**config.mk**
```make
export PLATFORM = sky130hd
export DESIGN_NAME = midpoint_ellipse_raster_unit
export DESIGN_NICKNAME = d
export VERILOG_FILES = /design/src/mer_pkg.sv /design/src/midpoint_ellipse_raster_unit.sv /design/src/mer_front.sv /design/src/mer_cmd_queue.sv /design/src/mer_back.sv
export VERILOG_INCLUDE_DIRS = /design/src /design/src/src
export SDC_FILE = /design/constraint.sdc
export NUM_CORES = 2
export LEC_CHECK = 0
export BUFFER_PORTS_ARGS = -buffer_cell sky130_fd_sc_hd__buf_2
export CAP_MARGIN = 10
export CORE_ASPECT_RATIO = 1.5
export CORE_MARGIN = 3
export CORE_UTILIZATION = 50
export DETAILED_ROUTE_END_ITERATION = 12
export GPL_ROUTABILITY_DRIVEN = 0
export PLACE_DENSITY = 0.76
export SETUP_SLACK_MARGIN = 0.15
export SLEW_MARGIN = 20
export SYNTH_ARGS = -nofsm -noshare
export SYNTH_HDL_FRONTEND = slang
export SYNTH_SLANG_ARGS = --single-unit
```
**constraint.sdc**
```tcl
create_clock -name clock -period 10.9 [get_ports clock]
set_input_delay 1.09 -clock clock [delete_from_list [all_inputs] [get_ports clock]]
set_output_delay 1.09 -clock clock [all_outputs]
set_load 0.02 [all_outputs]
```
**src/midpoint_ellipse_raster_unit_macros.svh**
```systemverilog
// ---------------------------------------------------------------------------
// Assertion macros for the midpoint ellipse raster unit
// Short forms for clocked implication checks with a synchronous reset.
// ---------------------------------------------------------------------------
`ifndef MIDPOINT_ELLIPSE_RASTER_UNIT_MACROS_SVH
`define MIDPOINT_ELLIPSE_RASTER_UNIT_MACROS_SVH

// same-cycle implication
`define MER_ASSERT_IMPLIES(name, clk, rst, ante, cons, msg) \
   name: assert property (@(posedge clk) disable iff (rst) (ante) |-> (cons)) \
      else $error(msg);

// next-cycle implication
`define MER_ASSERT_NEXT(name, clk, rst, ante, cons, msg) \
   name: assert property (@(posedge clk) disable iff (rst) (ante) |=> (cons)) \
      else $error(msg);

`endif

```
**src/mer_pkg.sv**
```systemverilog
// ---------------------------------------------------------------------------
// mer_pkg
// Types and fixed widths shared by the ellipse raster unit.
// ---------------------------------------------------------------------------
package mer_pkg;

   localparam int RAD_W   = 8;            // semi-axis field
   localparam int RSQ_W   = 2 * RAD_W + 1;
   localparam int X_W     = 9;            // current x, unsigned
   localparam int Y_W     = 10;           // current y, signed
   localparam int SLOPE_W = 27;
   localparam int DEC_W   = 44;
   localparam int MA_W    = 2 * (X_W + 1); // holds (2x+1)^2
   localparam int MB_W    = RSQ_W;
   localparam int PROD_W  = MA_W + MB_W;

   localparam int QUEUE_DEPTH = 2;

   localparam logic REQ_START = 1'b0;
   localparam logic REQ_STEP  = 1'b1;

   typedef enum logic [1:0] {
      CMD_START,
      CMD_CLEAR,
      CMD_STEP
   } cmd_kind_type;

   typedef struct packed {
      cmd_kind_type           kind;
      logic [RAD_W-1:0]       rx;
      logic [RAD_W-1:0]       ry;
   } cmd_ctl_type;

   typedef enum logic [1:0] {
      PH_IDLE,
      PH_REG1,
      PH_REG2
   } phase_type;

   typedef enum logic [3:0] {
      ST_IDLE,
      ST_EMIT,
      ST_S0,
      ST_S1,
      ST_S2,
      ST_S3,
      ST_R0,
      ST_R1,
      ST_R2,
      ST_R3,
      ST_R4,
      ST_R5
   } state_type;

endpackage

```
**src/midpoint_ellipse_raster_unit.sv**
```systemverilog
// ---------------------------------------------------------------------------
// midpoint_ellipse_raster_unit
// Midpoint ellipse rasterizer: start beats load a shape, step beats emit
// the four symmetric pixels of the current point, or a status beat if no shape.
// ---------------------------------------------------------------------------
// Usage:
//  - req channel: one beat per command. req_type 0 = start (centre and
//    semi-axes, no result); req_type 1 = step (four pixel beats, or one
//    status beat with shape_done when no shape is active).
//  - rsp channel: one result beat per cycle from an output register while
//    rsp_stall is low; last_of_run marks the final beat of each step.
//  - A two-entry command queue sits between the front classifier and the
//    stepping engine, so req beats keep flowing while results stall.
//  - A step's first result beat follows the queue write, then the engine
//    pop into the result register. A step sends four beats through the
//    single result port; the engine takes no new command until the last
//    is out. A start runs states S0 to S3 (three passes through the shared
//    multiplier). The step that crosses into region two then runs states
//    R0 to R5 to set up the region-two decision on that same multiplier.
//  - Reset: synchronous, active high; no shape active, queue empty.
//  - rsp_stall holds the result register; the engine waits, then the
//    queue fills and req_stall rises.
// ---------------------------------------------------------------------------
`include "midpoint_ellipse_raster_unit_macros.svh"

module midpoint_ellipse_raster_unit
   import mer_pkg::*;
#(
   parameter int MAX_RADIUS = 255,
   parameter int COORD_BITS = 11
) (
   input  logic                         clock,
   input  logic                         reset,
   // request beats
   input  logic                         req_valid,
   output logic                         req_stall,
   input  logic                         req_type,
   input  logic signed [COORD_BITS-1:0] req_center_x,
   input  logic signed [COORD_BITS-1:0] req_center_y,
   input  logic [RAD_W-1:0]             req_radius_x,
   input  logic [RAD_W-1:0]             req_radius_y,
   // result beats
   output logic                         rsp_valid,
   input  logic                         rsp_stall,
   output logic signed [COORD_BITS:0]   rsp_pixel_x,
   output logic signed [COORD_BITS:0]   rsp_pixel_y,
   output logic                         rsp_pixel_valid,
   output logic                         rsp_shape_done,
   output logic                         rsp_last_of_run
);

   localparam int CMD_W = $bits(cmd_ctl_type) + 2 * COORD_BITS;

   // front -> queue
   logic                         push_valid, push_ready;
   cmd_ctl_type                  push_ctl;
   logic signed [COORD_BITS-1:0] push_cx, push_cy;
   logic [CMD_W-1:0]             push_data;

   // queue -> back
   logic                         pop_valid, pop_ready;
   logic [CMD_W-1:0]             pop_data;
   cmd_ctl_type                  pop_ctl;
   logic signed [COORD_BITS-1:0] pop_cx, pop_cy;

   mer_front #(
      .COORD_BITS (COORD_BITS),
      .MAX_RADIUS (MAX_RADIUS)
   ) u_front (
      .req_valid    (req_valid),
      .req_stall    (req_stall),
      .req_type     (req_type),
      .req_center_x (req_center_x),
      .req_center_y (req_center_y),
      .req_radius_x (req_radius_x),
      .req_radius_y (req_radius_y),
      .push_valid   (push_valid),
      .push_ready   (push_ready),
      .push_ctl     (push_ctl),
      .push_cx      (push_cx),
      .push_cy      (push_cy)
   );

   assign push_data = {push_ctl, push_cx, push_cy};

   mer_cmd_queue #(
      .DATA_W (CMD_W)
   ) u_queue (
      .clock      (clock),
      .reset      (reset),
      .push_valid (push_valid),
      .push_ready (push_ready),
      .push_data  (push_data),
      .pop_valid  (pop_valid),
      .pop_ready  (pop_ready),
      .pop_data   (pop_data)
   );

   assign {pop_ctl, pop_cx, pop_cy} = pop_data;

   mer_back #(
      .COORD_BITS (COORD_BITS)
   ) u_back (
      .clock           (clock),
      .reset           (reset),
      .pop_valid       (pop_valid),
      .pop_ready       (pop_ready),
      .pop_ctl         (pop_ctl),
      .pop_cx          (pop_cx),
      .pop_cy          (pop_cy),
      .rsp_valid       (rsp_valid),
      .rsp_stall       (rsp_stall),
      .rsp_pixel_x     (rsp_pixel_x),
      .rsp_pixel_y     (rsp_pixel_y),
      .rsp_pixel_valid (rsp_pixel_valid),
      .rsp_shape_done  (rsp_shape_done),
      .rsp_last_of_run (rsp_last_of_run)
   );

   // a step only leaves the queue when the result register can take a beat
   `MER_ASSERT_IMPLIES(a_step_pop_room, clock, reset, pop_valid && pop_ready && pop_ctl.kind == CMD_STEP, !rsp_valid || !rsp_stall, "step popped with result register blocked")
   // shape_done only ever closes a run
   `MER_ASSERT_IMPLIES(a_done_is_last, clock, reset, rsp_valid && rsp_shape_done, rsp_last_of_run, "shape_done on a beat that is not last")
   // the four pixel beats of a step follow without gaps
   `MER_ASSERT_NEXT(a_beats_contiguous, clock, reset, rsp_valid && !rsp_stall && rsp_pixel_valid && !rsp_last_of_run, rsp_valid, "gap inside a step's pixel beats")

endmodule

```
**src/mer_front.sv**
```systemverilog
// ---------------------------------------------------------------------------
// mer_front
// Takes request beats, clamps the semi-axes and classifies each beat.
// ---------------------------------------------------------------------------
module mer_front
   import mer_pkg::*;
#(
   parameter int COORD_BITS = 11,
   parameter int MAX_RADIUS = 255
) (
   input  logic                         req_valid,
   output logic                         req_stall,
   input  logic                         req_type,
   input  logic signed [COORD_BITS-1:0] req_center_x,
   input  logic signed [COORD_BITS-1:0] req_center_y,
   input  logic [RAD_W-1:0]             req_radius_x,
   input  logic [RAD_W-1:0]             req_radius_y,
   output logic                         push_valid,
   input  logic                         push_ready,
   output cmd_ctl_type                  push_ctl,
   output logic signed [COORD_BITS-1:0] push_cx,
   output logic signed [COORD_BITS-1:0] push_cy
);

   logic [RAD_W-1:0] rx_c;
   logic [RAD_W-1:0] ry_c;

   always_comb begin
      rx_c = (int'(req_radius_x) > MAX_RADIUS) ? RAD_W'(MAX_RADIUS) : req_radius_x;
      ry_c = (int'(req_radius_y) > MAX_RADIUS) ? RAD_W'(MAX_RADIUS) : req_radius_y;
      push_ctl.rx = rx_c;
      push_ctl.ry = ry_c;
      if (req_type == REQ_STEP) begin
         push_ctl.kind = CMD_STEP;
      end else if (rx_c == '0 || ry_c == '0) begin
         push_ctl.kind = CMD_CLEAR;  // zero axis: nothing to draw
      end else begin
         push_ctl.kind = CMD_START;
      end
   end

   assign push_valid = req_valid;
   assign push_cx    = req_center_x;
   assign push_cy    = req_center_y;
   assign req_stall  = !push_ready;

endmodule

```
**src/mer_cmd_queue.sv**
```systemverilog
// ---------------------------------------------------------------------------
// mer_cmd_queue
// Short command queue between the front and the back.
// ---------------------------------------------------------------------------
module mer_cmd_queue
   import mer_pkg::*;
#(
   parameter int DATA_W = 40
) (
   input  logic              clock,
   input  logic              reset,
   input  logic              push_valid,
   output logic              push_ready,
   input  logic [DATA_W-1:0] push_data,
   output logic              pop_valid,
   input  logic              pop_ready,
   output logic [DATA_W-1:0] pop_data
);

   localparam int PTR_W = (QUEUE_DEPTH > 1) ? $clog2(QUEUE_DEPTH) : 1;
   localparam int CNT_W = $clog2(QUEUE_DEPTH + 1);

   logic [DATA_W-1:0] slot_ff [QUEUE_DEPTH];
   logic [PTR_W-1:0]  wr_ff, wr_in;
   logic [PTR_W-1:0]  rd_ff, rd_in;
   logic [CNT_W-1:0]  cnt_ff, cnt_in;
   logic              push, pop;

   assign push_ready = (cnt_ff != CNT_W'(QUEUE_DEPTH));
   assign pop_valid  = (cnt_ff != '0);
   assign push       = push_valid && push_ready;
   assign pop        = pop_ready && pop_valid;
   assign pop_data   = slot_ff[rd_ff];

   always_comb begin
      wr_in  = push ? PTR_W'(wr_ff + PTR_W'(1)) : wr_ff;
      rd_in  = pop  ? PTR_W'(rd_ff + PTR_W'(1)) : rd_ff;
      cnt_in = CNT_W'(cnt_ff + CNT_W'(push) - CNT_W'(pop));
   end

   always_ff @(posedge clock) begin
      if (reset) begin
         wr_ff  <= '0;
         rd_ff  <= '0;
         cnt_ff <= '0;
      end else begin
         wr_ff  <= wr_in;
         rd_ff  <= rd_in;
         cnt_ff <= cnt_in;
      end
   end

   always_ff @(posedge clock) begin
      if (push) begin
         slot_ff[wr_ff] <= push_data;
      end
   end

endmodule

```
**src/mer_back.sv**
```systemverilog
// ---------------------------------------------------------------------------
// mer_back
// Ellipse stepping engine with shared multiplier and result register.
// ---------------------------------------------------------------------------
module mer_back
   import mer_pkg::*;
#(
   parameter int COORD_BITS = 11
) (
   input  logic                         clock,
   input  logic                         reset,
   input  logic                         pop_valid,
   output logic                         pop_ready,
   input  cmd_ctl_type                  pop_ctl,
   input  logic signed [COORD_BITS-1:0] pop_cx,
   input  logic signed [COORD_BITS-1:0] pop_cy,
   output logic                         rsp_valid,
   input  logic                         rsp_stall,
   output logic signed [COORD_BITS:0]   rsp_pixel_x,
   output logic signed [COORD_BITS:0]   rsp_pixel_y,
   output logic                         rsp_pixel_valid,
   output logic                         rsp_shape_done,
   output logic                         rsp_last_of_run
);

   localparam int PW = COORD_BITS + 12;

   // control
   state_type state_ff, state_in;
   phase_type phase_ff, phase_in;
   logic [1:0] beat_ff, beat_in;
   logic       fin_ff, fin_in;
   logic       r2_ff, r2_in;
   logic       out_valid_ff, out_valid_in;

   // shape state
   logic signed [COORD_BITS-1:0] cx_ff, cx_in, cy_ff, cy_in;
   logic [RAD_W-1:0]             rx_ff, rx_in, ry_ff, ry_in;
   logic [RSQ_W-1:0]             rx2_ff, rx2_in, ry2_ff, ry2_in;
   logic [X_W-1:0]               x_ff, x_in, ex_ff, ex_in;
   logic signed [Y_W-1:0]        y_ff, y_in, ey_ff, ey_in;
   logic signed [SLOPE_W-1:0]    spx_ff, spx_in, spy_ff, spy_in;
   logic signed [DEC_W-1:0]      dec_ff, dec_in, acc_ff, acc_in;
   logic [MA_W-1:0]              t_ff, t_in;

   // multiplier
   logic [MA_W-1:0]   mul_a;
   logic [MB_W-1:0]   mul_b;
   logic [PROD_W-1:0] prod_ff;

   // result register
   logic signed [COORD_BITS:0] px_ff, px_in, py_ff, py_in;
   logic pv_ff, pv_in, done_ff, done_in, last_ff, last_in;

   // step arithmetic
   logic signed [SLOPE_W-1:0] two_rx2, two_ry2, spx_a, spy_a;
   logic signed [DEC_W-1:0]   rx2_d, ry2_d, acc4, q_tmp;
   logic [X_W-1:0]            adv_x;
   logic signed [Y_W-1:0]     adv_y;
   logic signed [SLOPE_W-1:0] adv_spx, adv_spy;
   logic signed [DEC_W-1:0]   adv_dec;
   logic                      adv_enter, adv_fin;
   logic [X_W-1:0]            bmag;

   // pixel generation
   logic [X_W-1:0]        sel_x;
   logic signed [Y_W-1:0] sel_y;
   logic                  neg_x, neg_y, out_free;
   logic signed [PW-1:0]  cx_w, cy_w, ox, oy, pix_x, pix_y;

   assign two_rx2 = SLOPE_W'({rx2_ff, 1'b0});
   assign two_ry2 = SLOPE_W'({ry2_ff, 1'b0});
   assign spx_a   = spx_ff + two_ry2;
   assign spy_a   = spy_ff - two_rx2;
   assign rx2_d   = DEC_W'(rx2_ff);
   assign ry2_d   = DEC_W'(ry2_ff);
   assign out_free = !out_valid_ff || !rsp_stall;

   // one midpoint step
   always_comb begin
      adv_x     = x_ff;
      adv_y     = y_ff;
      adv_spx   = spx_ff;
      adv_spy   = spy_ff;
      adv_dec   = dec_ff;
      adv_enter = 1'b0;
      if (phase_ff == PH_REG1) begin
         adv_x   = x_ff + X_W'(1);
         adv_spx = spx_a;
         if (dec_ff[DEC_W-1]) begin
            adv_dec = dec_ff + ry2_d + DEC_W'(spx_a);
         end else begin
            adv_y   = y_ff - Y_W'(1);
            adv_spy = spy_a;
            adv_dec = dec_ff + ry2_d + DEC_W'(spx_a) - DEC_W'(spy_a);
         end
         adv_enter = !(spx_a < adv_spy);
      end else begin
         adv_y   = y_ff - Y_W'(1);
         adv_spy = spy_a;
         if (dec_ff > 0) begin
            adv_dec = dec_ff + rx2_d - DEC_W'(spy_a);
         end else begin
            adv_x   = x_ff + X_W'(1);
            adv_spx = spx_a;
            adv_dec = dec_ff + rx2_d - DEC_W'(spy_a) + DEC_W'(spx_a);
         end
      end
      adv_fin = (phase_ff == PH_REG2 || adv_enter) && adv_y[Y_W-1];
   end

   // |y-1| for region-two setup, y is never negative there
   assign bmag = (y_ff == '0) ? X_W'(1) : X_W'(y_ff - Y_W'(1));

   // region-two start value is 4d divided by four, truncated toward zero
   always_comb begin
      acc4  = acc_ff - DEC_W'({prod_ff, 2'b00});
      q_tmp = acc4 + (acc4[DEC_W-1] ? DEC_W'(3) : DEC_W'(0));
   end

   // multiplier operands
   always_comb begin
      case (state_ff)
         ST_S0: begin
            mul_a = MA_W'(rx_ff);
            mul_b = MB_W'(rx_ff);
         end
         ST_S1: begin
            mul_a = MA_W'(ry_ff);
            mul_b = MB_W'(ry_ff);
         end
         ST_S2: begin
            mul_a = MA_W'(ry_ff);
            mul_b = rx2_ff;
         end
         ST_R0: begin
            mul_a = MA_W'({x_ff, 1'b1});
            mul_b = MB_W'({x_ff, 1'b1});
         end
         ST_R1: begin
            mul_a = MA_W'(bmag);
            mul_b = MB_W'(bmag);
         end
         ST_R2: begin
            mul_a = t_ff;
            mul_b = ry2_ff;
         end
         ST_R3: begin
            mul_a = t_ff;
            mul_b = rx2_ff;
         end
         ST_R4: begin
            mul_a = MA_W'(ry2_ff);
            mul_b = rx2_ff;
         end
         default: begin
            mul_a = '0;
            mul_b = '0;
         end
      endcase
   end

   // pixel of the current beat
   always_comb begin
      sel_x = (state_ff == ST_IDLE) ? x_ff : ex_ff;
      sel_y = (state_ff == ST_IDLE) ? y_ff : ey_ff;
      neg_x = beat_ff[0];
      neg_y = beat_ff[1];
      cx_w  = PW'(cx_ff);
      cy_w  = PW'(cy_ff);
      ox    = PW'(sel_x);
      oy    = PW'(sel_y);
      pix_x = neg_x ? (cx_w - ox) : (cx_w + ox);
      pix_y = neg_y ? (cy_w - oy) : (cy_w + oy);
   end

   // sequencer
   always_comb begin
      state_in = state_ff;
      phase_in = phase_ff;
      beat_in  = beat_ff;
      fin_in   = fin_ff;
      r2_in    = r2_ff;
      cx_in    = cx_ff;
      cy_in    = cy_ff;
      rx_in    = rx_ff;
      ry_in    = ry_ff;
      rx2_in   = rx2_ff;
      ry2_in   = ry2_ff;
      x_in     = x_ff;
      y_in     = y_ff;
      ex_in    = ex_ff;
      ey_in    = ey_ff;
      spx_in   = spx_ff;
      spy_in   = spy_ff;
      dec_in   = dec_ff;
      acc_in   = acc_ff;
      t_in     = t_ff;
      px_in    = px_ff;
      py_in    = py_ff;
      pv_in    = pv_ff;
      done_in  = done_ff;
      last_in  = last_ff;
      out_valid_in = out_valid_ff && rsp_stall;
      pop_ready = 1'b0;

      case (state_ff)
         ST_IDLE: begin
            pop_ready = (pop_ctl.kind != CMD_STEP) || out_free;
            if (pop_valid && pop_ready) begin
               case (pop_ctl.kind)
                  CMD_START: begin
                     cx_in    = pop_cx;
                     cy_in    = pop_cy;
                     rx_in    = pop_ctl.rx;
                     ry_in    = pop_ctl.ry;
                     phase_in = PH_IDLE;
                     state_in = ST_S0;
                  end
                  CMD_CLEAR: begin
                     cx_in    = pop_cx;
                     cy_in    = pop_cy;
                     phase_in = PH_IDLE;
                  end
                  CMD_STEP: begin
                     out_valid_in = 1'b1;
                     if (phase_ff == PH_IDLE) begin
                        // status-only beat
                        px_in   = '0;
                        py_in   = '0;
                        pv_in   = 1'b0;
                        done_in = 1'b1;
                        last_in = 1'b1;
                     end else begin
                        px_in   = pix_x[COORD_BITS:0];
                        py_in   = pix_y[COORD_BITS:0];
                        pv_in   = 1'b1;
                        done_in = 1'b0;
                        last_in = 1'b0;
                        ex_in   = x_ff;
                        ey_in   = y_ff;
                        x_in    = adv_x;
                        y_in    = adv_y;
                        spx_in  = adv_spx;
                        spy_in  = adv_spy;
                        dec_in  = adv_dec;
                        fin_in  = adv_fin;
                        r2_in   = adv_enter && !adv_fin;
                        if (adv_fin) begin
                           phase_in = PH_IDLE;
                        end else if (adv_enter) begin
                           phase_in = PH_REG2;
                        end
                        beat_in  = 2'd1;
                        state_in = ST_EMIT;
                     end
                  end
                  default: begin
                     phase_in = phase_ff;
                  end
               endcase
            end
         end
         ST_EMIT: begin
            if (out_free) begin
               out_valid_in = 1'b1;
               px_in   = pix_x[COORD_BITS:0];
               py_in   = pix_y[COORD_BITS:0];
               pv_in   = 1'b1;
               done_in = (beat_ff == 2'd3) && fin_ff;
               last_in = (beat_ff == 2'd3);
               beat_in = beat_ff + 2'd1;
               if (beat_ff == 2'd3) begin
                  state_in = r2_ff ? ST_R0 : ST_IDLE;
               end
            end
         end
         ST_S0: state_in = ST_S1;
         ST_S1: begin
            rx2_in   = RSQ_W'(prod_ff);
            state_in = ST_S2;
         end
         ST_S2: begin
            ry2_in   = RSQ_W'(prod_ff);
            state_in = ST_S3;
         end
         ST_S3: begin
            // prod holds rx2*ry
            x_in     = '0;
            y_in     = Y_W'(ry_ff);
            spx_in   = '0;
            spy_in   = SLOPE_W'({prod_ff, 1'b0});
            dec_in   = ry2_d - DEC_W'(prod_ff) + DEC_W'(rx2_ff >> 2);
            phase_in = PH_REG1;
            state_in = ST_IDLE;
         end
         ST_R0: state_in = ST_R1;
         ST_R1: begin
            t_in     = MA_W'(prod_ff);  // (2x+1)^2
            state_in = ST_R2;
         end
         ST_R2: begin
            t_in     = MA_W'(prod_ff);  // (y-1)^2
            state_in = ST_R3;
         end
         ST_R3: begin
            acc_in   = DEC_W'(prod_ff);
            state_in = ST_R4;
         end
         ST_R4: begin
            acc_in   = acc_ff + DEC_W'({prod_ff, 2'b00});
            state_in = ST_R5;
         end
         ST_R5: begin
            dec_in   = q_tmp >>> 2;
            r2_in    = 1'b0;
            state_in = ST_IDLE;
         end
         default: state_in = ST_IDLE;
      endcase
   end

   always_ff @(posedge clock) begin
      if (reset) begin
         state_ff     <= ST_IDLE;
         phase_ff     <= PH_IDLE;
         beat_ff      <= '0;
         fin_ff       <= 1'b0;
         r2_ff        <= 1'b0;
         out_valid_ff <= 1'b0;
      end else begin
         state_ff     <= state_in;
         phase_ff     <= phase_in;
         beat_ff      <= beat_in;
         fin_ff       <= fin_in;
         r2_ff        <= r2_in;
         out_valid_ff <= out_valid_in;
      end
   end

   always_ff @(posedge clock) begin
      cx_ff   <= cx_in;
      cy_ff   <= cy_in;
      rx_ff   <= rx_in;
      ry_ff   <= ry_in;
      rx2_ff  <= rx2_in;
      ry2_ff  <= ry2_in;
      x_ff    <= x_in;
      y_ff    <= y_in;
      ex_ff   <= ex_in;
      ey_ff   <= ey_in;
      spx_ff  <= spx_in;
      spy_ff  <= spy_in;
      dec_ff  <= dec_in;
      acc_ff  <= acc_in;
      t_ff    <= t_in;
      prod_ff <= PROD_W'(mul_a) * PROD_W'(mul_b);
      px_ff   <= px_in;
      py_ff   <= py_in;
      pv_ff   <= pv_in;
      done_ff <= done_in;
      last_ff <= last_in;
   end

   assign rsp_valid       = out_valid_ff;
   assign rsp_pixel_x     = px_ff;
   assign rsp_pixel_y     = py_ff;
   assign rsp_pixel_valid = pv_ff;
   assign rsp_shape_done  = done_ff;
   assign rsp_last_of_run = last_ff;

endmodule

```
==> results.py <==
metrics = {
    "status": {
        "status": "finished, final reports clean",
    },
    "synthesis": {
        "avgSynthCellArea_um2": 8.77,
        "ys_ff_latch": 430,
        "synth-main-ff-cell": "edfxtp_1",
        "synth.most_common_cell": "inv_1",
        "yosys_warnings": 0,
        "synth.top_cell.area_share": 0.225,
        "synthArstFlopShare": 0,
        "yosysTopAreaCell": "edfxtp_1",
        "synth-edff-count": 377,
        "yosysUniqueCellTypes": 104,
        "syn-num-nets": 6602,
        "yosys-top-cells-count": "inv_1, nor2_1, nand2_1",
        "synth.yosys.seq_area_share": 0.247,
        "syn_area_mm2": 0.0502,
        "yosys-top-cells-area": "edfxtp_1, ha_1, fa_1",
        "syn_inst": 5725,
    },
    "pwr": {
        "vdd_drop_max_v": 0.000284,
        "p_leak_nw": 23.4,
        "pwr-share-comb": 0.691,
        "cellPowerDensity_mw_per_mm2": 245,
        "p_seq_frac": 0.182,
        "clkPwrFrac": 0.127,
        "switching_power_w": 0.00658,
        "power.share.switching": 0.499,
        "internal_power_w": 0.00660,
    },
    "timing": {
        "fin_setup_tns_ns": 0,
        "slew_headroom": 0.134,
        "setup_viol": 0,
        "slew_viol_final": 0,
        "layout_min_cycle_time_ns": 10.25,
        "fin_skew_ns": 0.0443,
        "layout_worst_path_cycle_share": 0.940,
        "finalHoldViolCount": 0,
        "fin_ws_ns": 0.655,
        "max_freq_mhz": 97.6,
        "holdWs_ns": 0.528,
        "rsz0062_at_grt": "no",
        "tightest_slew_ns": 1.29,
    },
    "worst_setup_path": {
        "worstSetupStartpointType": "flip-flop",
        "worstPathMaxFanout": 23,
        "endpoint_kind": "flip-flop",
        "crit_arrival_ns": 10.78,
        "crit_type": "flip-flop to flip-flop",
        "crit_required_ns": 11.44,
    },
    "layout": {
        "seqCellArea_mm2": 0.0124,
        "nNetsFinal": 6598,
        "multi_input_area_mm2": 0.0348,
        "final_util": 0.542,
        "drive_above_1_share": 0.0615,
        "final_cells": 7046,
        "nFillCells": 8873,
        "area.growth.synth_to_final_pct": 6.99,
    },
    "drt": {
        "vias_per_cell": 6.37,
        "drtIter0Drc": 4378,
        "first_pass_iters": 8,
        "routedWlPerCell_um": 24.1,
        "vias": 44904,
        "drc": 0,
        "totalWireLength_um": 170000,
        "drtAntennaViolNets": 0,
    },
    "flow_run": {
        "maxCapViolations": 0,
    },
    "global_routing": {
        "grt_pass1_wl_um": 258000,
        "grt-busiest-layer": "met2",
        "grt_pass1_vias": 45208,
        "gr-usage-met1": 0.339,
        "globalRouteOverflowTotal": 0,
        "grt_max_degree": 101,
        "met3_usage": 0.0705,
        "grt_usage": 0.320,
        "grt_antenna_before_repair": 2,
        "met2_usage": 0.539,
    },
    "hold_path": {
        "hold_path_class": "flip-flop to flip-flop",
    },
    "placement": {
        "placed_cells": 6959,
        "place_ws_ns": 1.02,
        "hpwl_um": 131000,
        "portBuffers": 71,
    },
    "die": {
        "io_pins": 72,
        "die_area_mm2": 0.104,
        "die_h_um": 394,
        "coreArea_mm2": 0.0991,
        "die_x_um": 265,
        "start_util": 0.507,
        "row_count": 141,
    },
    "cts": {
        "root_buffer": "clkbuf_16",
        "htree_levels": 2,
        "cts_sinks": 430,
        "numCtsBuffers": 45,
        "cts-resized-gates": 0,
        "cts_tree": "built",
        "cts.clk_slew.worst_paths_ns": 0.07,
        "worstSkewPairLatency_ns": 0.65,
        "cts_max_path_buffers": 3,
    },
}
-- worst max-delay path, cell delays in order, from the launching register on --
cell	delay, ns
dfxtp_1	0.70
nor2_1	0.13
nand2_1	0.10
inv_1	0.33
or3_1	0.85
a222oi_1	0.89
nand2_1	0.55
nand2_1	0.24
fa_1	0.48
fa_1	0.53
fa_1	0.51
inv_1	0.05
fa_1	0.50
fa_1	0.50
inv_1	0.05
fa_1	0.48
inv_1	0.05
ha_1	0.37
nand4_1	0.11
a211oi_1	0.84
nor3_1	0.15
nor3_1	0.47
a41o_1	0.33
o41ai_1	0.14
o211ai_1	0.27
nand2_1	0.14
o21a_1	0.21
xnor2_1	0.12
-- cell families after synthesis --
| kind of cell | synth area share |
|---|---|
| AOI/OAI and AO/OA | 0.182 |
| and+or+nand+nor | 0.160 |
| DFF | 0.247 |
| adders and majority gates | 0.254 |
| muxes | 0.0174 |
| buffers and inverters | 0.0619 |
| xor gates and xnor gates | 0.0784 |
-- placed cells by master, fill, tap and decap left out, drive strengths merged, types with 72 or more instances in the layout --
master  synthesis  layout
a211oi         73      73
a21o          174     174
a21oi         354     354
buf            28     154
edfxtp        377     377
fa            312     312
ha            522     522
inv           614     620
nand2         539     539
nand3          96      96
nor2          553     553
nor2b          72      72
nor3          120     120
o21ai         277     277
xnor2         289     289
xor2          158     158
-- power groups by stage --
stage | combinational [W] | sequential [W] | clock, W
after detailed placement | 0.00863 | 0.00242 | 0
after global placement | 0.00849 | 0.00241 | 0
after CTS | 0.00870 | 0.00239 | 0.00169
after global routing | 0.00989 | 0.00241 | 0.00175
final | 0.00912 | 0.00240 | 0.00167
after floorplan | 0.00632 | 0.00238 | 0
-- final cells by class --
type,instances,area share
sequential,430,0.230
antenna,1,0.0000466
inverter,616,0.0430
multi-input combinational,4473,0.649
clock buffer,50,0.0219
clock inverter,34,0.00757
tap,1287,0.0300
timing repair buffer,155,0.0186
-- sequential cells by signal, summed over array words and instances, names as in the netlist, 4 cells and up, named ones only --
name / cells
u_back.prod_ff: 37
u_back.rsp_pixel_y: 12
u_queue.slot_ff: 80
u_back.t_ff: 20
u_back.cy_ff: 11
u_back.rsp_pixel_x: 12
u_back.rx_ff: 8
u_back.y_ff: 10
u_back.cx_ff: 11
u_back.dec_ff: 44
u_back.acc_ff: 44
u_back.ry_ff: 8
u_back.x_ff: 9
u_back.state_ff: 4
u_back.spx_ff: 26
u_back.ey_ff: 10
u_back.rx2_ff: 17
u_back.spy_ff: 26
u_back.ex_ff: 9
u_back.ry2_ff: 17
-- worst paths after layout --
kind                           start                 end  slack [ns]  cells after the start
setup reg to reg  u_back.state_ff[3]  u_back.prod_ff[36]        0.65                     27
hold / removal        u_back.y_ff[1]     u_back.ey_ff[1]        0.53                      0
hold reg to reg       u_back.y_ff[1]     u_back.ey_ff[1]        0.53                      0
setup / recovery  u_back.state_ff[3]  u_back.prod_ff[36]        0.65                     27
-- metrics by stage --
step / total power, W / cell area [um^2]
3_5_place_dp: 0.0110 / 52100
5_1_grt: 0.0140 / 53700
4_1_cts: 0.0128 / 53700
3_3_place_gp: 0.0109 / 52100
2_1_floorplan: 0.00870 / 50200
6_report: 0.0132 / 53700
-- repair_timing --
| item | 4_1_cts | 5_1_grt |
|---|---|---|
| hold buffers | 0 | 0 |
| setup endpoints to repair | 0 | 1 |
| hold endpoints to repair | 0 | 0 |
| buffers inserted | 0 | 1 |
-- routing by layer --
| layer | wire length, um | up-vias |
|---|---|---|
| li1 | - | 20059 |
| met1 | 56500 | 21315 |
| met2 | 80000 | 2529 |
| met3 | 15200 | 999 |
| met4 | 18200 | 2 |
| met5 | 16 | - |
(Power assumes the default switching activity.)
